File: config.mk
export PLATFORM = sky130hd
export DESIGN_NAME = uvc_payload_frame_assembler_core
export DESIGN_NICKNAME = d
export VERILOG_FILES = /design/src/design/upfa_pkg.sv /design/src/design/upfa_parser.sv /design/src/design/uvc_payload_frame_assembler_core.sv
export VERILOG_INCLUDE_DIRS = /design/src /design/src/design
export SDC_FILE = /design/constraint.sdc
export NUM_CORES = 1
export LEC_CHECK = 0
export ABC_AREA = 1
export BUFFER_PORTS_ARGS = -buffer_cell sky130_fd_sc_hd__buf_2
export CAP_MARGIN = 0
export CORE_ASPECT_RATIO = 2
export CORE_MARGIN = 2
export CORE_UTILIZATION = 55
export DETAILED_ROUTE_END_ITERATION = 8
export GPL_TIMING_DRIVEN = 0
export MAX_ROUTING_LAYER = met4
export PLACE_DENSITY = 0.7
export SYNTH_ARGS = -nofsm -noshare
export SYNTH_HDL_FRONTEND = slang
export SYNTH_SLANG_ARGS = --single-unit
File: constraint.sdc
create_clock -name clock -period 5.1 [get_ports clock]
set_clock_uncertainty 0.1 [all_clocks]
set_input_delay 1.53 -clock clock [delete_from_list [all_inputs] [get_ports clock]]
set_output_delay 1.53 -clock clock [all_outputs]
set_load 0.02 [all_outputs]
File: src/design/uvc_payload_frame_assembler_core_defines.svh
// Assertion macros for the payload frame assembler RTL.
`ifndef UVC_PAYLOAD_FRAME_ASSEMBLER_CORE_DEFINES_SVH
`define UVC_PAYLOAD_FRAME_ASSEMBLER_CORE_DEFINES_SVH

`ifndef SYNTH
// Same-cycle implication, checked at every rising edge outside reset.
`define UPFA_ASSERT_NOW(label, clk, rst, ante, cons, msg) \
   label: assert property (@(posedge clk) disable iff (rst) (ante) |-> (cons)) else $error(msg);
// Next-cycle implication, checked at every rising edge outside reset.
`define UPFA_ASSERT_NEXT(label, clk, rst, ante, cons, msg) \
   label: assert property (@(posedge clk) disable iff (rst) (ante) |=> (cons)) else $error(msg);
`else
`define UPFA_ASSERT_NOW(label, clk, rst, ante, cons, msg)
`define UPFA_ASSERT_NEXT(label, clk, rst, ante, cons, msg)
`endif

`endif

File: src/design/upfa_pkg.sv
// Types and constants of the payload frame assembler.
package upfa_pkg;

   localparam int unsigned FRAME_BYTES_W  = 21;
   localparam int unsigned OFFSET_W       = 20;
   localparam int unsigned SUM_W          = 22;
   localparam logic [FRAME_BYTES_W-1:0] FRAME_BYTES_RESET = 21'd614400;

   // Header layout.
   localparam int unsigned HDR_LEN        = 12;
   localparam int unsigned HDR_LEN_POS    = 0;
   localparam int unsigned HDR_FLAGS_POS  = 1;
   localparam int unsigned HDR_PTS_POS    = 2;
   localparam int unsigned HDR_PTS_BYTES  = 4;

   // Header flag bit positions.
   localparam int unsigned FLAG_ERR_BIT   = 6;
   localparam int unsigned FLAG_PTS_BIT   = 2;
   localparam int unsigned FLAG_EOF_BIT   = 1;
   localparam int unsigned FLAG_FID_BIT   = 0;

   // Input word kinds.
   localparam logic KIND_BYTE    = 1'b0;
   localparam logic KIND_TIMEOUT = 1'b1;

   typedef enum logic [1:0] {
      PC_DISCARD = 2'd0,
      PC_FIRST   = 2'd1,
      PC_INTER   = 2'd2,
      PC_LAST    = 2'd3
   } pclass_type;

   typedef enum logic [2:0] {
      CLS_UNDECIDED = 3'd0,
      CLS_BAD       = 3'd1,
      CLS_NEW       = 3'd2,
      CLS_CONT      = 3'd3,
      CLS_EOF       = 3'd4
   } cls_type;

   typedef struct packed {
      logic       kind;
      logic [7:0] data_byte;
      logic       transfer_end;
   } req_type;

   typedef struct packed {
      logic                write_enable;
      logic [OFFSET_W-1:0] write_offset;
      logic [7:0]          write_byte;
      logic                frame_done;
      logic                payload_discarded;
   } rsp_type;

endpackage

File: src/design/upfa_parser.sv
// Per-word header parser, frame tracker and store address generator.
module upfa_parser
   import upfa_pkg::*;
#(
   parameter int PAYLOAD_BYTES   = 2048,
   parameter int MAX_FRAME_BYTES = 1048576
)(
   input  logic                     clock,
   input  logic                     reset,
   input  logic                     accept,
   input  req_type                  req,
   input  logic [FRAME_BYTES_W-1:0] frame_bytes,
   output rsp_type                  rsp
);

   localparam int POS_W = $clog2(PAYLOAD_BYTES);
   localparam logic [POS_W-1:0] POS_HDR_LAST = POS_W'(HDR_LEN - 1);
   localparam logic [POS_W-1:0] POS_DATA     = POS_W'(HDR_LEN);
   localparam logic [POS_W-1:0] POS_PAY_LAST = POS_W'(PAYLOAD_BYTES - 1);
   localparam logic [POS_W-1:0] POS_LEN      = POS_W'(HDR_LEN_POS);
   localparam logic [POS_W-1:0] POS_FLAGS    = POS_W'(HDR_FLAGS_POS);
   localparam logic [POS_W-1:0] POS_PTS0     = POS_W'(HDR_PTS_POS);
   localparam logic [POS_W-1:0] POS_PTS3     = POS_W'(HDR_PTS_POS + HDR_PTS_BYTES - 1);

   logic [POS_W-1:0]         pos_ff, pos_in;
   logic [7:0]               flags_ff, flags_in;
   logic                     len_ok_ff, len_ok_in;
   logic [3:0][7:0]          pts_ff, pts_in;
   logic [31:0]              prev_pts_ff, prev_pts_in;
   logic                     prev_fid_ff, prev_fid_in;
   pclass_type               pclass_ff, pclass_in;
   cls_type                  cls_ff, cls_in;
   logic [FRAME_BYTES_W-1:0] fill_ff, fill_in;

   cls_type                  cls_hdr;
   cls_type                  cls_now;
   logic                     frame_open;
   logic                     payload_end;
   logic [POS_W-1:0]         data_n;
   logic [POS_W-1:0]         data_idx;
   logic [SUM_W-1:0]         fill_sum;
   logic [SUM_W-1:0]         wr_offs;
   logic                     wr_can;
   logic [1:0]               pts_idx;

   // Header verdict, valid on the last header byte.
   always_comb begin
      if (!len_ok_ff || flags_ff[FLAG_ERR_BIT] || !flags_ff[FLAG_PTS_BIT]) begin
         cls_hdr = CLS_BAD;
      end else if (pts_ff != prev_pts_ff || flags_ff[FLAG_FID_BIT] != prev_fid_ff) begin
         cls_hdr = CLS_NEW;
      end else if (flags_ff[FLAG_EOF_BIT]) begin
         cls_hdr = CLS_EOF;
      end else begin
         cls_hdr = CLS_CONT;
      end
   end

   assign cls_now     = (pos_ff == POS_HDR_LAST) ? cls_hdr : cls_ff;
   assign frame_open  = pclass_ff inside {PC_FIRST, PC_INTER};
   assign payload_end = req.transfer_end || (pos_ff == POS_PAY_LAST);
   assign data_n      = pos_ff - POS_HDR_LAST;
   assign data_idx    = pos_ff - POS_DATA;
   assign fill_sum    = SUM_W'(fill_ff) + SUM_W'(data_n);
   assign pts_idx     = 2'(pos_ff - POS_PTS0);

   always_comb begin
      wr_can  = 1'b0;
      wr_offs = SUM_W'(data_idx);
      if (pos_ff >= POS_DATA) begin
         if (cls_ff == CLS_NEW) begin
            wr_can = 1'b1;
         end else if ((cls_ff == CLS_CONT || cls_ff == CLS_EOF) && frame_open) begin
            wr_can  = 1'b1;
            wr_offs = SUM_W'(fill_ff) + SUM_W'(data_idx);
         end
      end
   end

   always_comb begin
      pos_in      = pos_ff;
      flags_in    = flags_ff;
      len_ok_in   = len_ok_ff;
      pts_in      = pts_ff;
      prev_pts_in = prev_pts_ff;
      prev_fid_in = prev_fid_ff;
      pclass_in   = pclass_ff;
      cls_in      = cls_ff;
      fill_in     = fill_ff;
      rsp         = '0;

      if (req.kind == KIND_TIMEOUT) begin
         pos_in = '0;
         cls_in = CLS_UNDECIDED;
         if (frame_open) begin
            pclass_in = PC_DISCARD;
         end
         rsp.payload_discarded = 1'b1;
      end else begin
         if (pos_ff == POS_LEN) begin
            len_ok_in = (req.data_byte == 8'(HDR_LEN));
         end else if (pos_ff == POS_FLAGS) begin
            flags_in = req.data_byte;
         end else if (pos_ff inside {[POS_PTS0:POS_PTS3]}) begin
            pts_in[pts_idx] = req.data_byte;
         end
         if (pos_ff == POS_HDR_LAST) begin
            cls_in = cls_hdr;
         end

         if (wr_can && wr_offs < SUM_W'(frame_bytes)
             && 32'(wr_offs) < 32'(MAX_FRAME_BYTES)) begin
            rsp.write_enable = 1'b1;
            rsp.write_offset = wr_offs[OFFSET_W-1:0];
            rsp.write_byte   = req.data_byte;
         end

         if (payload_end) begin
            pos_in = '0;
            cls_in = CLS_UNDECIDED;
            if (cls_now == CLS_UNDECIDED || cls_now == CLS_BAD || pos_ff < POS_HDR_LAST) begin
               if (frame_open) begin
                  pclass_in = PC_DISCARD;
               end
               rsp.payload_discarded = 1'b1;
            end else if (cls_now == CLS_NEW) begin
               // A new frame begins; an unfinished one is dropped.
               rsp.payload_discarded = (pclass_ff == PC_INTER);
               prev_pts_in = pts_ff;
               prev_fid_in = flags_ff[FLAG_FID_BIT];
               fill_in     = '0;
               pclass_in   = PC_FIRST;
               if (data_n != '0) begin
                  if (FRAME_BYTES_W'(data_n) > frame_bytes) begin
                     pclass_in             = PC_DISCARD;
                     rsp.payload_discarded = 1'b1;
                  end else begin
                     fill_in = FRAME_BYTES_W'(data_n);
                  end
               end
            end else if (cls_now == CLS_EOF) begin
               prev_pts_in = '0;
               if (fill_sum != SUM_W'(frame_bytes)) begin
                  if (frame_open) begin
                     pclass_in = PC_DISCARD;
                  end
                  rsp.payload_discarded = 1'b1;
               end else if (pclass_ff == PC_DISCARD) begin
                  pclass_in             = PC_LAST;
                  fill_in               = '0;
                  rsp.payload_discarded = 1'b1;
               end else if (pclass_ff == PC_LAST) begin
                  rsp.payload_discarded = 1'b1;
               end else begin
                  pclass_in      = PC_LAST;
                  fill_in        = '0;
                  rsp.frame_done = 1'b1;
               end
            end else begin
               // Continuation payload.
               if (!frame_open) begin
                  rsp.payload_discarded = 1'b1;
               end else if (data_n != '0 && fill_sum > SUM_W'(frame_bytes)) begin
                  pclass_in             = PC_DISCARD;
                  fill_in               = '0;
                  rsp.payload_discarded = 1'b1;
               end else begin
                  fill_in   = fill_sum[FRAME_BYTES_W-1:0];
                  pclass_in = PC_INTER;
               end
            end
         end else begin
            pos_in = pos_ff + POS_W'(1);
         end
      end
   end

   always_ff @(posedge clock) begin
      if (reset) begin
         pos_ff      <= '0;
         flags_ff    <= '0;
         len_ok_ff   <= 1'b0;
         pts_ff      <= '0;
         prev_pts_ff <= '0;
         prev_fid_ff <= 1'b0;
         pclass_ff   <= PC_DISCARD;
         cls_ff      <= CLS_UNDECIDED;
         fill_ff     <= '0;
      end else if (accept) begin
         pos_ff      <= pos_in;
         flags_ff    <= flags_in;
         len_ok_ff   <= len_ok_in;
         pts_ff      <= pts_in;
         prev_pts_ff <= prev_pts_in;
         prev_fid_ff <= prev_fid_in;
         pclass_ff   <= pclass_in;
         cls_ff      <= cls_in;
         fill_ff     <= fill_in;
      end
   end

endmodule

File: src/design/uvc_payload_frame_assembler_core.sv
// Top level of the bulk payload frame assembler.
//
// The req_ channel carries one word per received bulk byte (or a timeout
// event); the rsp_ channel returns exactly one result word for each request
// word, in order, telling the frame store whether and where to write the byte
// and whether a frame was completed or a payload discarded at this point.
// The csr_ port writes the expected frame size; the user must write it only
// while the block is idle, which the block itself does not enforce.
// Each accepted request word's result is registered in the result register
// (the skid register while rsp_ is held). Throughput is one word per cycle
// while the skid register is empty, set by the single pass through the header
// parser and frame tracker, keeping all state in registers updated per word.
// A result register and a one-word skid register sit in front of rsp_. When
// the receiver stalls, the result is held and one more request word is taken
// into the skid register; req_stall then rises until the skid drains.
// req_stall is a register output and never depends on rsp_stall in the same
// cycle.
// Synchronous reset clears all tracking state, drops any pending results,
// and loads the frame size register with its default of 614400 bytes.
`include "uvc_payload_frame_assembler_core_defines.svh"

module uvc_payload_frame_assembler_core
   import upfa_pkg::*;
#(
   parameter int PAYLOAD_BYTES   = 2048,
   parameter int MAX_FRAME_BYTES = 1048576
)(
   input  logic                     clock,
   input  logic                     reset,
   input  logic                     req_valid,
   output logic                     req_stall,
   input  req_type                  req_data,
   output logic                     rsp_valid,
   input  logic                     rsp_stall,
   output rsp_type                  rsp_data,
   input  logic                     csr_wr_en,
   input  logic [FRAME_BYTES_W-1:0] csr_wr_data
);

   logic [FRAME_BYTES_W-1:0] frame_bytes_ff, frame_bytes_in;
   logic                     rsp_valid_ff, rsp_valid_in;
   rsp_type                  rsp_data_ff, rsp_data_in;
   logic                     skid_valid_ff, skid_valid_in;
   rsp_type                  skid_data_ff, skid_data_in;

   logic                     accept;
   logic                     rsp_free;
   rsp_type                  step_rsp;

   // A word is taken whenever the skid register is empty.
   assign accept   = req_valid && !skid_valid_ff;
   assign rsp_free = !rsp_valid_ff || !rsp_stall;

   upfa_parser #(
      .PAYLOAD_BYTES   (PAYLOAD_BYTES),
      .MAX_FRAME_BYTES (MAX_FRAME_BYTES)
   ) u_parser (
      .clock       (clock),
      .reset       (reset),
      .accept      (accept),
      .req         (req_data),
      .frame_bytes (frame_bytes_ff),
      .rsp         (step_rsp)
   );

   assign frame_bytes_in = csr_wr_en ? csr_wr_data : frame_bytes_ff;

   // Output register and skid register. The skid word always moves to the
   // output before any newer result, so ordering is preserved.
   always_comb begin
      rsp_valid_in  = rsp_valid_ff;
      rsp_data_in   = rsp_data_ff;
      skid_valid_in = skid_valid_ff;
      skid_data_in  = skid_data_ff;
      if (rsp_free) begin
         if (skid_valid_ff) begin
            rsp_valid_in  = 1'b1;
            rsp_data_in   = skid_data_ff;
            skid_valid_in = 1'b0;
         end else begin
            rsp_valid_in = accept;
            rsp_data_in  = step_rsp;
         end
      end else if (accept) begin
         skid_valid_in = 1'b1;
         skid_data_in  = step_rsp;
      end
   end

   always_ff @(posedge clock) begin
      if (reset) begin
         frame_bytes_ff <= FRAME_BYTES_RESET;
         rsp_valid_ff   <= 1'b0;
         skid_valid_ff  <= 1'b0;
      end else begin
         frame_bytes_ff <= frame_bytes_in;
         rsp_valid_ff   <= rsp_valid_in;
         skid_valid_ff  <= skid_valid_in;
      end
   end

   always_ff @(posedge clock) begin
      rsp_data_ff  <= rsp_data_in;
      skid_data_ff <= skid_data_in;
   end

   assign req_stall = skid_valid_ff;
   assign rsp_valid = rsp_valid_ff;
   assign rsp_data  = rsp_data_ff;

   // The skid register is only ever occupied behind a held result.
   `UPFA_ASSERT_NOW(a_skid_behind_rsp, clock, reset, skid_valid_ff, rsp_valid_ff, "skid word without output word")
   // A word accepted while the output is held must land in the skid register.
   `UPFA_ASSERT_NEXT(a_skid_load, clock, reset, accept && rsp_valid_ff && rsp_stall, skid_valid_ff, "accepted word lost under stall")
   // A completed frame is never reported as discarded in the same result.
   `UPFA_ASSERT_NOW(a_done_xor_disc, clock, reset, rsp_valid_ff, !(rsp_data_ff.frame_done && rsp_data_ff.payload_discarded), "frame done and discarded together")
   // Without a store write, the address and data fields are zero.
   `UPFA_ASSERT_NOW(a_idle_write_zero, clock, reset, rsp_valid_ff && !rsp_data_ff.write_enable, rsp_data_ff.write_offset == '0 && rsp_data_ff.write_byte == '0, "write fields set without write enable")

endmodule

### Yosys cells after proc, flatten, opt, wreduce, memory -nomap -nowiden

Cells that the tools add are included.

* add/subtract/negate cells: 6
* multipliers: 0
* div/mod/pow operators: 0
* order comparisons: 10
* equal/unequal tests: 19
* shift operators: 0
* mux-type cells: 63
* bitwise gates (word level): 5
* reductions and logical operators: 38

Operators by type and width (number)
* 2-to-1 mux 21 bit: 8
* 2-to-1 mux 22 bit: 3
* 2-to-1 mux 32 bit: 2
* adder 21 x 11 -> 22 bit: 2
* 2-to-1 mux 11 bit: 3
* bitwise mux 32 bit: 1
* inequality test 32 bit: 1
* 2-to-1 mux 31 bit: 1
* 2-to-1 mux 30 bit: 1
* 2-to-1 mux 29 bit: 1
* 2-to-1 mux 2 bit: 13
* > comparator 22 x 21 -> 1 bit: 1
* less-than comparator 22 x 21 -> 1 bit: 1
* less-than comparator 22 x 21 -> 1 bit, second input constant: 1
* 2-to-1 mux 1 bit: 22
* inequality test 22 x 21 -> 1 bit: 1
* subtractor 11 x 4 -> 11 bit, second input constant: 2
* > comparator 11 x 21 -> 1 bit: 1
* 2-to-1 mux 3 bit: 6
* demux 8 bit (select 2 bit): 1
* AND reduction 5 bit: 3
* adder 11 x 1 -> 11 bit, second input constant: 1
* equality test 11 x 1 -> 1 bit, second input constant: 1
* equality test 11 bit, second input constant: 1
* 35 further kinds: 63

* register bits after elaboration: 195
* bits in latches: 0
* memory bits (writable): 0
* ROM bits: 0
* input port bits: 36
* output and inout port bits: 33
* word-level logic and storage cells: 166
* memories kept: 0

### Depth between registers and ports, before layout

Gate-level depths: netlist (run 1).

* depth in word-level cells: 12
* gate-level depth with buffers: 35

### Cells and area by module

From an unflattened synthesis (run 1), not the netlist that was laid out.

* cells, all modules: 1691
* area total of the unflattened synthesis: 12204.2 um^2

By module, submodules not included
* upfa_parser: times used 1, cells an instance 1393, area an instance 8979.9 um^2, sequential area each 2142.1 um^2
* uvc_payload_frame_assembler_core: times used 1, cells an instance 298, area an instance 3224.3 um^2, sequential area each 2322.2 um^2

### Least setup slack after synthesis (run 1)

No wires, ideal clock.

* path kind: flip-flop to flip-flop
* start point: register u_parser.pos_ff[2]
* end point: register u_parser.fill_ff[14]
* setup time: 128 ps
* arrival: 4229 ps
* required time: 4872 ps
* slack: 644 ps
* stages on the path, launching flop included: 29
* period minus slack after synthesis: 4456 ps
* path through: dfxtp_1 buf_2 inv_1 ha_1 nand2_1 nand2_1 nor2_1 xor2_1 inv_1 ha_1 nand2_1 o21ai_0 a21oi_1 o21ai_0 nand2_1 xor2_1 ha_1 nand2_1 inv_1 nand3_1 nor3_1 nand2_1 nor3_1 nand2_1 o2111ai_1 nand3_4 buf_4 o21ai_1 nor2_1

* word-level cells in the longest chain between the ends: 8
* elaborated cells between the ends (all ways): 26
* classes of those cells: add/sub: 2; order compare: 2; eq/ne: 8; mux: 5; bitwise: 1; reduce/logical: 8

Ends and longest elaborated chain
* from (decl): line upfa_parser.sv:25 `logic [POS_W-1:0] pos_ff, pos_in;`
* from (signal assigned): line upfa_parser.sv:190 `pos_ff <= pos_in;`
* subtractor 11 x 4 -> 11 bit: line upfa_parser.sv:62 `assign data_n = pos_ff - POS_HDR_LAST;`
* adder 21 x 11 -> 22 bit: line upfa_parser.sv:64 `assign fill_sum = SUM_W'(fill_ff) + SUM_W'(data_n);`
* > comparator 22 x 21 -> 1 bit: line upfa_parser.sv:163 `end else if (data_n != '0 && fill_sum > SUM_W'(frame_bytes)) begin`
* logical AND 1 bit: line upfa_parser.sv:163
* 2-to-1 mux 21 bit: line upfa_parser.sv:163
* 2-to-1 mux 21 bit: line upfa_parser.sv:161 `if (!frame_open) begin`
* 2-to-1 mux 21 bit: line upfa_parser.sv:141 `end else if (cls_now == CLS_EOF) begin`
* 2-to-1 mux 21 bit: line upfa_parser.sv:126 `end else if (cls_now == CLS_NEW) begin`
* to (signal assigned): line upfa_parser.sv:198 `fill_ff <= fill_in;`
* to (decl): line upfa_parser.sv:33 `logic [FRAME_BYTES_W-1:0] fill_ff, fill_in;`

Parallel ways exist; a longest one is shown, timed or not. The select of a mux whose other input is x is not followed.
A chain may end at the register's enable or synchronous reset.

### Worst setup path after layout (run 1)

* start point: register u_parser.pos_ff[2]
* end point: register u_parser.fill_ff[11]

The elaborated chain is that of the path after synthesis.

==> results of run 1 <==
-- layer usage --
| layer | vias to the layer above | wire length [microns] | track usage | part of all wire |
|---|---|---|---|---|
| li1 | 5652 | - | - | - |
| met1 | 5366 | 12900 | 0.2976 | 0.32 |
| met2 | 447 | 21040 | 0.6388 | 0.53 |
| met3 | 226 | 1772 | 0.05350 | 0.044 |
| met4 | 0 | 4193 | 0.2962 | 0.11 |
| met5 | - | 0 | - | 0 |
-- per-stage QoR --
stage          worst slack, ns  TNS, ns
3_3_place_gp            -1.030   -31.20
3_5_place_dp            -1.027   -24.48
6_report                0.1516        0
5_1_grt                -0.1144   -1.348
4_1_cts               -0.03255  -0.2055
2_1_floorplan           0.6438        0
-- registers in the layout, indices dropped and copies added, names as in the netlist --
register and cells:
frame_bytes_ff 21, req_stall 1, u_parser.pclass_ff 2, u_parser.cls_ff 3, rsp_valid 1, u_parser.fill_ff 21
u_parser.pts_ff 32, u_parser.flags_ff 4, u_parser.pos_ff 11, u_parser.prev_fid_ff 1, skid_data_ff 31, u_parser.len_ok_ff 1
u_parser.prev_pts_ff 32, rsp_data 31
-- worst max-delay path: cells and delay by family, from the launching register on --
kind                     cells  cell delay, ns
AND/OR/NAND/NOR             13            1.41
XOR/XNOR                     2            0.39
flip-flops                   1            0.36
buffers and inverters        7            0.88
adder cells (fa/ha/maj)      3            0.84
AO/OA/AOI/OAI                5            0.82
-- cell usage in the layout (no fill, tap or decap), types with 10 or more instances in the layout --
cell and instances:
clkbuf_16 22, o21ai_0 82, nand2_4 10, xor2_1 18, nand2_2 21, nor2_1 132
a21oi_1 131, buf_2 76, nand2_1 421, edfxtp_1 62, and3_1 20, inv_2 12
o21ai_1 12, inv_1 189, clkbuf_1 27, nand3_1 41, nand4_1 54, ha_1 77
xnor2_1 23, buf_4 41, dfxtp_1 124, nor3_1 25
-- where the power goes --
group	total, uW	internal (uW)	switching [uW]
Clock	1380	735	647
Sequential	1620	1600	13.8
Combinational	255	73.5	181
-- area by class of cell --
cell class              count  area, sq um
plain buffers              55        349.1
multi-input cells        1192         7057
well taps                 273        341.6
fillers                  1911         7161
clock inverters            13        150.1
repair buffers            109        754.5
flip-flops and latches    192         4477
inverters                 203        768.2
clock buffers              19        432.9
-- path summary, 6_finish.rpt --
path                                    start                               endpoint  slack, ns  depth (start not counted)
max           u_parser.pos_ff[2]$_SDFFE_PP0P_      u_parser.fill_ff[11]$_SDFFE_PP0P_       0.15                         30
min          u_parser.pts_ff[28]$_SDFFE_PP0P_  u_parser.prev_pts_ff[28]$_SDFFE_PP0P_       0.37                          2
max reg2reg   u_parser.pos_ff[2]$_SDFFE_PP0P_      u_parser.fill_ff[11]$_SDFFE_PP0P_       0.15                         30
min reg2reg  u_parser.pts_ff[28]$_SDFFE_PP0P_  u_parser.prev_pts_ff[28]$_SDFFE_PP0P_       0.37                          2
-- cell families (layout without fill, tap and decap cells) --
logic type / after synthesis / count (layout) / synth area share
compound gates: 275 / 275 / 0.1241
xor+xnor: 51 / 51 / 0.03706
fa+ha+maj: 90 / 90 / 0.09468
buf+inv: 258 / 399 / 0.08856
flops: 192 / 192 / 0.3704
simple gates: 776 / 776 / 0.2852
-- repair_timing --
item	4_1_cts	5_1_grt
hold buffers	0	0
endpoints found under the setup margin	37	85
buffers inserted	7	30
pin swaps	4	32
endpoints found under the hold margin	0	0
gates cloned	0	5
resized for setup	34	100
==> summary.md, run 1 <==
| Metric | Value |
|---|---|
| Mapped Avg Cell Area | 7.340 sq um |
| Design area | roughly 0.014 sq mm |
| Clock Sinks | 192 |
| IO Pins | 69 |
| Diodes inserted | 0 |
| Pwr dens | approximately 230 mW/mm^2 |
| First-pass GRT wire length | 57,700 microns |
| Leak Pwr | 0.006591 uW |
| Number of synthesis warnings | 0 |
| Critical-path top delay cell | dfxtp_2 |
| Max-slew violation total from the final report | 0 |
| MaxCap Viol Count | 0 |
| CTS root buf | clkbuf_16 |
| Most numerous cell in the Yosys netlist | nand2_1 |
| Area leader, netlist | dfxtp_1 |
| Clock-pin slew on the worst setup and hold paths | ~0.080 ns |
| Vias per cell | 5.686 |
| Sequential area share after synthesis | 0.3704 |
| Initial DRC count | 697 |
| GRT overflow | 0 |
| Final WL | 39,910 microns |
| Fin crit share | 0.9703 |
| Critical path's largest stage delay | 0.36 ns |
| Starting density of the core | 0.5608 |
| Die area | 0.02318 sq mm |
| Type of the worst min-delay path | flip-flop to flip-flop |
| Mapped Nets | 1,768 |
| Initial antenna violation count | 0 |
| Fin. Hold Viols | 0 |
| Chip Height | around 210 microns |
| Relative slew slack | 0.3378 |
| CTS buffer count | 17 |
| IO Port Bufs | 67 |
| Arrival @ worst endpoint | 5.18 ns |
| Total track usage | 0.3482 |
| Yosys reg bits | roughly 190 |
| CTS tree | done |
| Dpl hpwl | 30,610 microns |
| Area growth from synthesis to layout | 18.91% |
| Hold slack | 0.3699 ns |
| Worst-margin pin slew | 0.9857 ns |
| Worst setup SP type | flip-flop |
| Antenna viol nets, final | 0 |
| Worst path most repeated cell | nand2_4 |
| Wire length per cell | 19.41 microns |
| Router iterations before antenna repair | 5 |
| Row cnt | 76 |
| Fin nets | 1,896 |
| Mapped Cells | 1,642 |
| Worst-Skew Late Latency | 0.47 ns |
| Placed Cells | roughly 2k |
| H-tree depth | 4 |
| Setup-failing EPs final | 0 |
| Placer Congestion | 0.9848 |
| Number of flops mapped to enable cells by yosys | 62 |
| Vias in the first global route | approximately 11k |
| Via count | ~12k |
| Post-synth top cells | nand2_1 (439), inv_1 (196), nor2_1 (139) |
| Largest buffer count on any clock path | 2 |
| Most common flop cell mapped by yosys | dfxtp_1 |
| Worst Path Max Fanout | 7 |
| Async SR Flop Fraction | 0 |
| Placement-stage cell area | 0.01274 sq mm |
| Peak supply drop | about 0.24 mV |
| Synth top area share | 0.2159 |
| Top post-synthesis cells by area | dfxtp_1 (22%), edfxtp_1 (15%), nand2_1 (14%), ha_1 (9.1%), inv_1 (6.1%) |
| Worst Setup End Kind | flip-flop |
| Max Clock Freq | 202.1 MHz |
| Layout cells sized above 1 | 0.1671 |
| Largest net degree at the start of global routing | 35 |
| Final Non-Filler Cells | 2,056 |
| Die Span X | 108.7 microns |
| Crit Path Class | flip-flop to flip-flop |
| Core Util, Final | 0.6668 |
| Yosys cell types | between 50 and 60 |
| Core area | 0.02149 sq mm |
| Total power | 3253 uW |
| Status | completed |
| Req. time, crit path | 5.33 ns |
| Minimum clock period | 4.948 ns |
| Mapped cell area | 0.01205 sq mm |
| Remaining DRCs | 0 |
No activity file was read; power rests on OpenSTA's default activity.
==> inputs of run 2 (changes only) <==
Settings changed: BUFFER_PORTS_ARGS -buffer_cell sky130_fd_sc_hd__buf_2 to -buffer_cell sky130_fd_sc_hd__buf_4.
==> summary.md, run 2 (synthesis gave the netlist of run 1 again) <==
| Metric | Value |
|---|---|
| Unrepaired setup endpoints after global routing | yes |
| Design area | 0.01398 sq mm (-2.4%) |
| Worst-margin pin slew | 1.107 ns (+0.1211 ns) |
| H-tree depth | 4 (unchanged) |
| Minimum clock period | 4.969 ns (+0.02087 ns) |
| Worst Setup End Kind | flip-flop |
| Fin Setup TNS | 0 ns (unchanged) |
| IO Pins | 69 (unchanged) |
| Clock-pin slew on the worst setup and hold paths | 0.07 ns (about the same) |
| Hold buffer count at CTS | 0 (unchanged) |
| First-pass GRT wire length | 57,590 microns (-0.20%) |
| Largest buffer count on any clock path | 2 (unchanged) |
| Combinational power share | 0.081 (+0.003) |
| Flop pwr share | 0.486 (-0.011) |
| Status | completed |
| Max-slew violation total from the final report | 0 (unchanged) |
| Core area | 0.02149 sq mm (unchanged) |
| Initial DRC count | 681 (-2.3%) |
| Fin. Hold Viols | 0 (unchanged) |
| Dpl ws | -0.8670 ns (+0.1604 ns) |
| Placement-stage cell area | 0.01290 sq mm (+1.3%) |
| Net Sw Frac | 0.2477 (-0.01123) |
| Setup-failing EPs final | 0 (unchanged) |
| Antenna viol nets, final | 0 (unchanged) |
| Die area | 0.02318 sq mm (unchanged) |
| Peak supply drop | 0.2590 mV (+8.2%) |
| Placer Congestion | 0.9885 (+0.38%) |
| Arrival @ worst endpoint | 5.22 ns (+0.04 ns) |
| CTS buffer count | 17 (unchanged) |
| Switching power | 823.7 uW (-2.2%) |
| Hold slack | 0.3698 ns (-0.0001180 ns) |
| Commonest non-fill, non-tap cell in the layout | nand2_1 |
| Worst path most repeated cell | nand2_1 |
| Starting density of the core | 0.5608 (unchanged) |
| Critical-path top delay cell | dfxtp_4 |
| Via count | 11.34k (-3.0%) |
| Fin crit share | 0.9744 (+0.004092) |
| Die Span X | 108.7 microns (unchanged) |
| Area growth from synthesis to layout | 16.04% |
| Row cnt | 76 (unchanged) |
| Leak Pwr | 0.006435 uW (-2.4%) |
| Diodes inserted | 0 (unchanged) |
| Type of the worst min-delay path | flip-flop to flip-flop |
| Worst-Skew Late Latency | 0.46 ns (about the same) |
| Vias in the first global route | 11.03k (-0.46%) |
| Setup ws final | 0.1307 ns (-0.02087 ns) |
| Dpl hpwl | 30,270 microns (-1.1%) |
| Fin nets | 1,873 (-1.2%) |
| Clock power frac | 0.433 (+0.008) |
| Clock Sinks | 192 (unchanged) |
| Crit Path Class | flip-flop to flip-flop |
| Wire length per cell | 18.87 microns (-2.8%) |
| Commonest cells after routing, fill and taps aside | nand2_1 (427), inv_1 (194), nor2_1 (133), a21oi_1 (131), dfxtp_1 (126) |
| Remaining DRCs | 0 (unchanged) |
| Worst setup SP type | flip-flop |
| Max Clock Freq | 201.2 MHz (-0.42%) |
| Router iterations before antenna repair | 8 (+3) |
| Vias per cell | 5.579 (-1.9%) |
| Relative slew slack | 0.2565 (-0.08134) |
| Final WL | 38,360 microns (-3.9%) |
| Initial antenna violation count | 0 (unchanged) |
| Internal Pwr Total | 2502 uW (+3.8%) |
| Critical path's largest stage delay | 0.45 ns (+0.09 ns) |
| Largest net degree at the start of global routing | 35 (unchanged) |
| MaxCap Viol Count | 0 (unchanged) |
| IO Port Bufs | 67 (unchanged) |
| Layout cells sized above 1 | 0.1409 (-0.02622) |
| Crit-path leading delay family | simple AND/OR/NAND/NOR gates |
| CTS tree | done |
| Largest registers | u_parser.prev_pts_ff: 32 flops, u_parser.pts_ff: 32 flops |
| GRT overflow | 0 (unchanged) |
| CP bufs+invs | 3 (-4) |
| Pwr dens | 237.8 mW/mm^2 (+4.8%) |
| Worst Path Max Fanout | 11 (+4) |
| Req. time, crit path | 5.35 ns (+0.02 ns) |
| Total track usage | 0.3461 (-0.002150) |
| CTS root buf | clkbuf_16 |
| Chip Height | 213.3 microns (unchanged) |
-- run 2: final timing paths --
kind                                    startpoint  depth (start not counted)                                    end  slack (ns)
hold / removal    u_parser.pts_ff[28]$_SDFFE_PP0P_                          2  u_parser.prev_pts_ff[28]$_SDFFE_PP0P_        0.37
setup reg to reg   u_parser.pos_ff[0]$_SDFFE_PP0P_                         28       u_parser.fill_ff[6]$_SDFFE_PP0P_        0.13
hold reg to reg   u_parser.pts_ff[28]$_SDFFE_PP0P_                          2  u_parser.prev_pts_ff[28]$_SDFFE_PP0P_        0.37
setup / recovery   u_parser.pos_ff[0]$_SDFFE_PP0P_                         28       u_parser.fill_ff[6]$_SDFFE_PP0P_        0.13
-- run 2: layer usage --
| layer | track usage | up-vias | part of all wire |
|---|---|---|---|
| met5 | - | - | 0 |
| met4 | 0.2706 | 0 | 0.086 |
| met3 | 0.05289 | 162 | 0.042 |
| met2 | 0.6377 | 338 | 0.55 |
| met1 | 0.3038 | 5242 | 0.33 |
| li1 | - | 5601 | - |
-- run 2: per-stage QoR --
stage          std cells  utilization  total power, uW
6_report            2033       0.6507             3326
5_1_grt             2033       0.6507             3418
4_1_cts             2017       0.6332             3339
3_5_place_dp        1982       0.6004             1918
3_3_place_gp        1982       0.6001             1913
2_1_floorplan       1642            -             1794
-- run 2: repair_timing --
item                       4_1_cts  5_1_grt
pin swaps                        4       18
buffers inserted                 3       16
gates resized for setup         18       67
setup endpoints to repair       36       76
-- run 2: worst reg2reg max path, delay by kind of cell (launching register included) --
family                   cells  cell delay [ns]
flip-flops                   1             0.45
XOR/XNOR                     2             0.55
AND/OR/NAND/NOR             16             1.61
AO/OA/AOI/OAI                4             0.68
adder cells (fa/ha/maj)      3             0.95
buffers and inverters        3             0.51
-- run 2: power by group through the flow --
stage          Combinational (uW)  Clock [uW]  Sequential, uW
6_report                      270        1440            1620
5_1_grt                       296        1500            1620
4_1_cts                       267        1450            1620
3_5_place_dp                  266           0            1650
3_3_place_gp                  261           0            1650
2_1_floorplan                 128           0            1670
-- run 2: area by class of cell --
type	instances	area, sq um
fill	2004	7506
buffer	55	324.1
inverter	203	765.7
timing repair buffer	86	645.6
clock inverter	11	151.4
clock buffer	21	465.4
multi-input combinational	1192	6817
tap	273	341.6
sequential	192	4474
==> inputs of run 3 (changes only) <==
Settings changed: MAX_ROUTING_LAYER met4 to not set, RECOVER_POWER set to 50.
==> summary.md, run 3 (synthesis gave the netlist of run 1 again) <==
| Metric | Value |
|---|---|
| MaxCap Viol Count | 0 (unchanged) |
| Worst Path Max Fanout | 8 (-3) |
| GRT overflow | 0 (unchanged) |
| R2r startpoint | u_parser.pos_ff[2]$_SDFFE_PP0P_ |
| Placer Congestion | 0.9984 (+1.0%) |
| Fillers | 2,033 (+1.4%) |
| CP Capture Point | rsp_data[0]$_DFFE_PP_ |
| CTS root buf | clkbuf_16 |
| Worst setup SP type | flip-flop |
| Area growth from synthesis to layout | 14.48% |
| Worst R2R Setup Slack | 0.11 ns (-0.02 ns) |
| Vias per cell | 5.630 (+0.90%) |
| Reg2reg end | rsp_data[0]$_DFFE_PP_ |
| Crit path launch | u_parser.pos_ff[2]$_SDFFE_PP0P_ |
| CTS tree | done |
| Fin. Hold Viols | 0 (unchanged) |
| Hold Crit Depth | 2 (unchanged) |
| Clock-pin slew on the worst setup and hold paths | 0.07 ns (about the same) |
| Worst-Skew Late Latency | 0.46 ns (about the same) |
| Status | completed |
| Type of the worst min-delay path | flip-flop to flip-flop |
| Worst reg-to-reg path cell count | 30 (+7.1%) |
| Placed Cells | 1,982 (unchanged) |
| Peak supply drop | 0.2698 mV (+4.2%) |
| Die area | 0.02318 sq mm (unchanged) |
| Minimum clock period | 4.988 ns (+0.01841 ns) |
| Wire length per cell | 18.99 microns (+0.64%) |
| Crit Path Class | flip-flop to flip-flop |
| Total track usage | 0.3370 (-0.009098) |
| Die Span X | 108.7 microns (unchanged) |
| Initial DRC count | 706 (+3.7%) |
| Arrival @ worst endpoint | 5.09 ns (-0.13 ns) |
| Fin nets | 1,871 (-0.11%) |
| Commonest cells after routing, fill and taps aside | nand2_1 (428), inv_1 (192), a21oi_1 (134), nor2_1 (134), dfxtp_1 (126) |
| Hold buffer count at CTS | 0 (unchanged) |
| Clock Sinks | 192 (unchanged) |
| Router iterations before antenna repair | 6 (-2) |
| Via count | 11.43k (+0.80%) |
| Final Non-Filler Cells | 2,031 (-0.098%) |
| Total power | 3283 uW (-1.3%) |
| H-tree depth | 4 (unchanged) |
| Diodes inserted | 0 (unchanged) |
| Leak Pwr | 0.006244 uW (-3.0%) |
| Max Clock Freq | 200.5 MHz (-0.37%) |
| Largest net degree at the start of global routing | 35 (unchanged) |
| Largest buffer count on any clock path | 2 (unchanged) |
| Layout cells sized above 1 | 0.1172 (-0.02373) |
| Core area | 0.02149 sq mm (unchanged) |
| Commonest non-fill, non-tap cell in the layout | nand2_1 |
| Initial antenna violation count | 0 (unchanged) |
| Unrepaired setup endpoints after global routing | yes |
| Largest registers | u_parser.prev_pts_ff: 32 flops, u_parser.pts_ff: 32 flops |
| Req. time, crit path | 5.20 ns (-0.15 ns) |
| IO Pins | 69 (unchanged) |
| Multi-input gate area | 0.006803 sq mm (-0.20%) |
| Worst path most repeated cell | nand2_1 |
| Reg area | 0.004474 sq mm (unchanged) |
| Chip Height | 213.3 microns (unchanged) |
| Critical path's largest stage delay | 0.36 ns (-0.09 ns) |
| Worst-margin pin slew | 1.459 ns (+0.3522 ns) |
| Row cnt | 76 (unchanged) |
| Remaining DRCs | 0 (unchanged) |
| Final WL | 38,570 microns (+0.54%) |
| CTS buffer count | 17 (unchanged) |
| First-pass GRT wire length | 57,500 microns (-0.14%) |
| Pwr dens | 238.0 mW/mm^2 (about the same) |
| Vias in the first global route | 10.90k (-1.2%) |
| Fin crit share | 0.9780 (+0.003610) |
| Worst Setup End Kind | flip-flop |
| Antenna viol nets, final | 0 (unchanged) |
| Setup-failing EPs final | 0 (unchanged) |
| Fin Setup TNS | 0 ns (unchanged) |
| Dpl hpwl | 30,530 microns (+0.84%) |
| Relative slew slack | 0.02503 (-0.2315) |
| Max-slew violation total from the final report | 0 (unchanged) |
| Starting density of the core | 0.5608 (unchanged) |
| Critical-path top delay cell | dfxtp_2 |
| Hold slack | 0.3690 ns (-0.0008580 ns) |
| IO Port Bufs | 67 (unchanged) |
-- run 3: cell types whose count changed in the layout (fill, tap and decap cells not counted), moves of 3 or more --
cell,previous run,this run
buf_4,92,55
clkbuf_1,27,63
a21oi_1,131,134
o21ai_1,15,12
o21ai_2,1,4
-- run 3: routing by layer --
layer / wire, microns / GRT usage / vias to the layer above / part of all wire
li1: - / - / 5599 / -
met1: 12650 / 0.3019 / 5305 / 0.33
met2: 21280 / 0.6528 / 391 / 0.55
met3: 1394 / 0.04954 / 139 / 0.036
met4: 3239 / 0.2538 / 0 / 0.084
met5: 0 / 0 / - / 0
-- run 3: critical path, delay by kind of cell, from the launching register on --
family                   cells  cell delay [ns]
adder cells (fa/ha/maj)      3             0.89
flip-flops                   1             0.36
AND/OR/NAND/NOR             17             1.91
AO/OA/AOI/OAI                4             0.69
buffers and inverters        5             0.53
XOR/XNOR                     1             0.22
-- run 3: worst min-delay path by stage --
stage | start | slack (ns) | to
after floorplan | u_parser.len_ok_ff$_SDFFE_PP0P_ | 0.34 | u_parser.len_ok_ff$_SDFFE_PP0P_
after global placement | u_parser.pts_ff[28]$_SDFFE_PP0P_ | 0.35 | u_parser.prev_pts_ff[28]$_SDFFE_PP0P_
after detailed placement | u_parser.len_ok_ff$_SDFFE_PP0P_ | 0.36 | u_parser.len_ok_ff$_SDFFE_PP0P_
after CTS | u_parser.len_ok_ff$_SDFFE_PP0P_ | 0.37 | u_parser.len_ok_ff$_SDFFE_PP0P_
after global routing | u_parser.len_ok_ff$_SDFFE_PP0P_ | 0.38 | u_parser.len_ok_ff$_SDFFE_PP0P_
final | u_parser.pts_ff[28]$_SDFFE_PP0P_ | 0.37 | u_parser.prev_pts_ff[28]$_SDFFE_PP0P_
-- run 3: stage by stage --
stage	util	setup slack, ns	instance area [sq um]
final	0.6420	0.1123	13800
after global routing	0.6420	-0.07146	13800
after CTS	0.6352	0.009094	13650
after detailed placement	0.6004	-0.9778	12900
after global placement	0.6001	-0.9242	12900
after floorplan	-	0.6438	12050
-- run 3: power breakdown --
| part | internal, uW | total (uW) | switching (uW) |
|---|---|---|---|
| logic | 74.1 | 252 | 178 |
| registers | 1600 | 1620 | 14.2 |
| clock network | 780 | 1410 | 634 |
| total | 2460 | 3280 | 827 |
-- run 3: what timing repair did --
| action | in CTS | in global routing |
|---|---|---|
| setup endpoints to repair | 66 | 84 |
| gates resized for setup | 26 | 55 |
| pin swaps | 4 | 17 |
| buffers inserted | 5 | 12 |
| endpoints found under the hold margin | 0 | 0 |
| gates cloned | 0 | 0 |
-- run 3: layout make-up --
cell class / count / area share
tap: 273 / 0.02476
multi-input combinational: 1192 / 0.4931
inverter: 203 / 0.05568
clock inverter: 14 / 0.01288
timing repair buffer: 84 / 0.03673
clock buffer: 18 / 0.03111
sequential: 192 / 0.3243
buffer: 55 / 0.02149
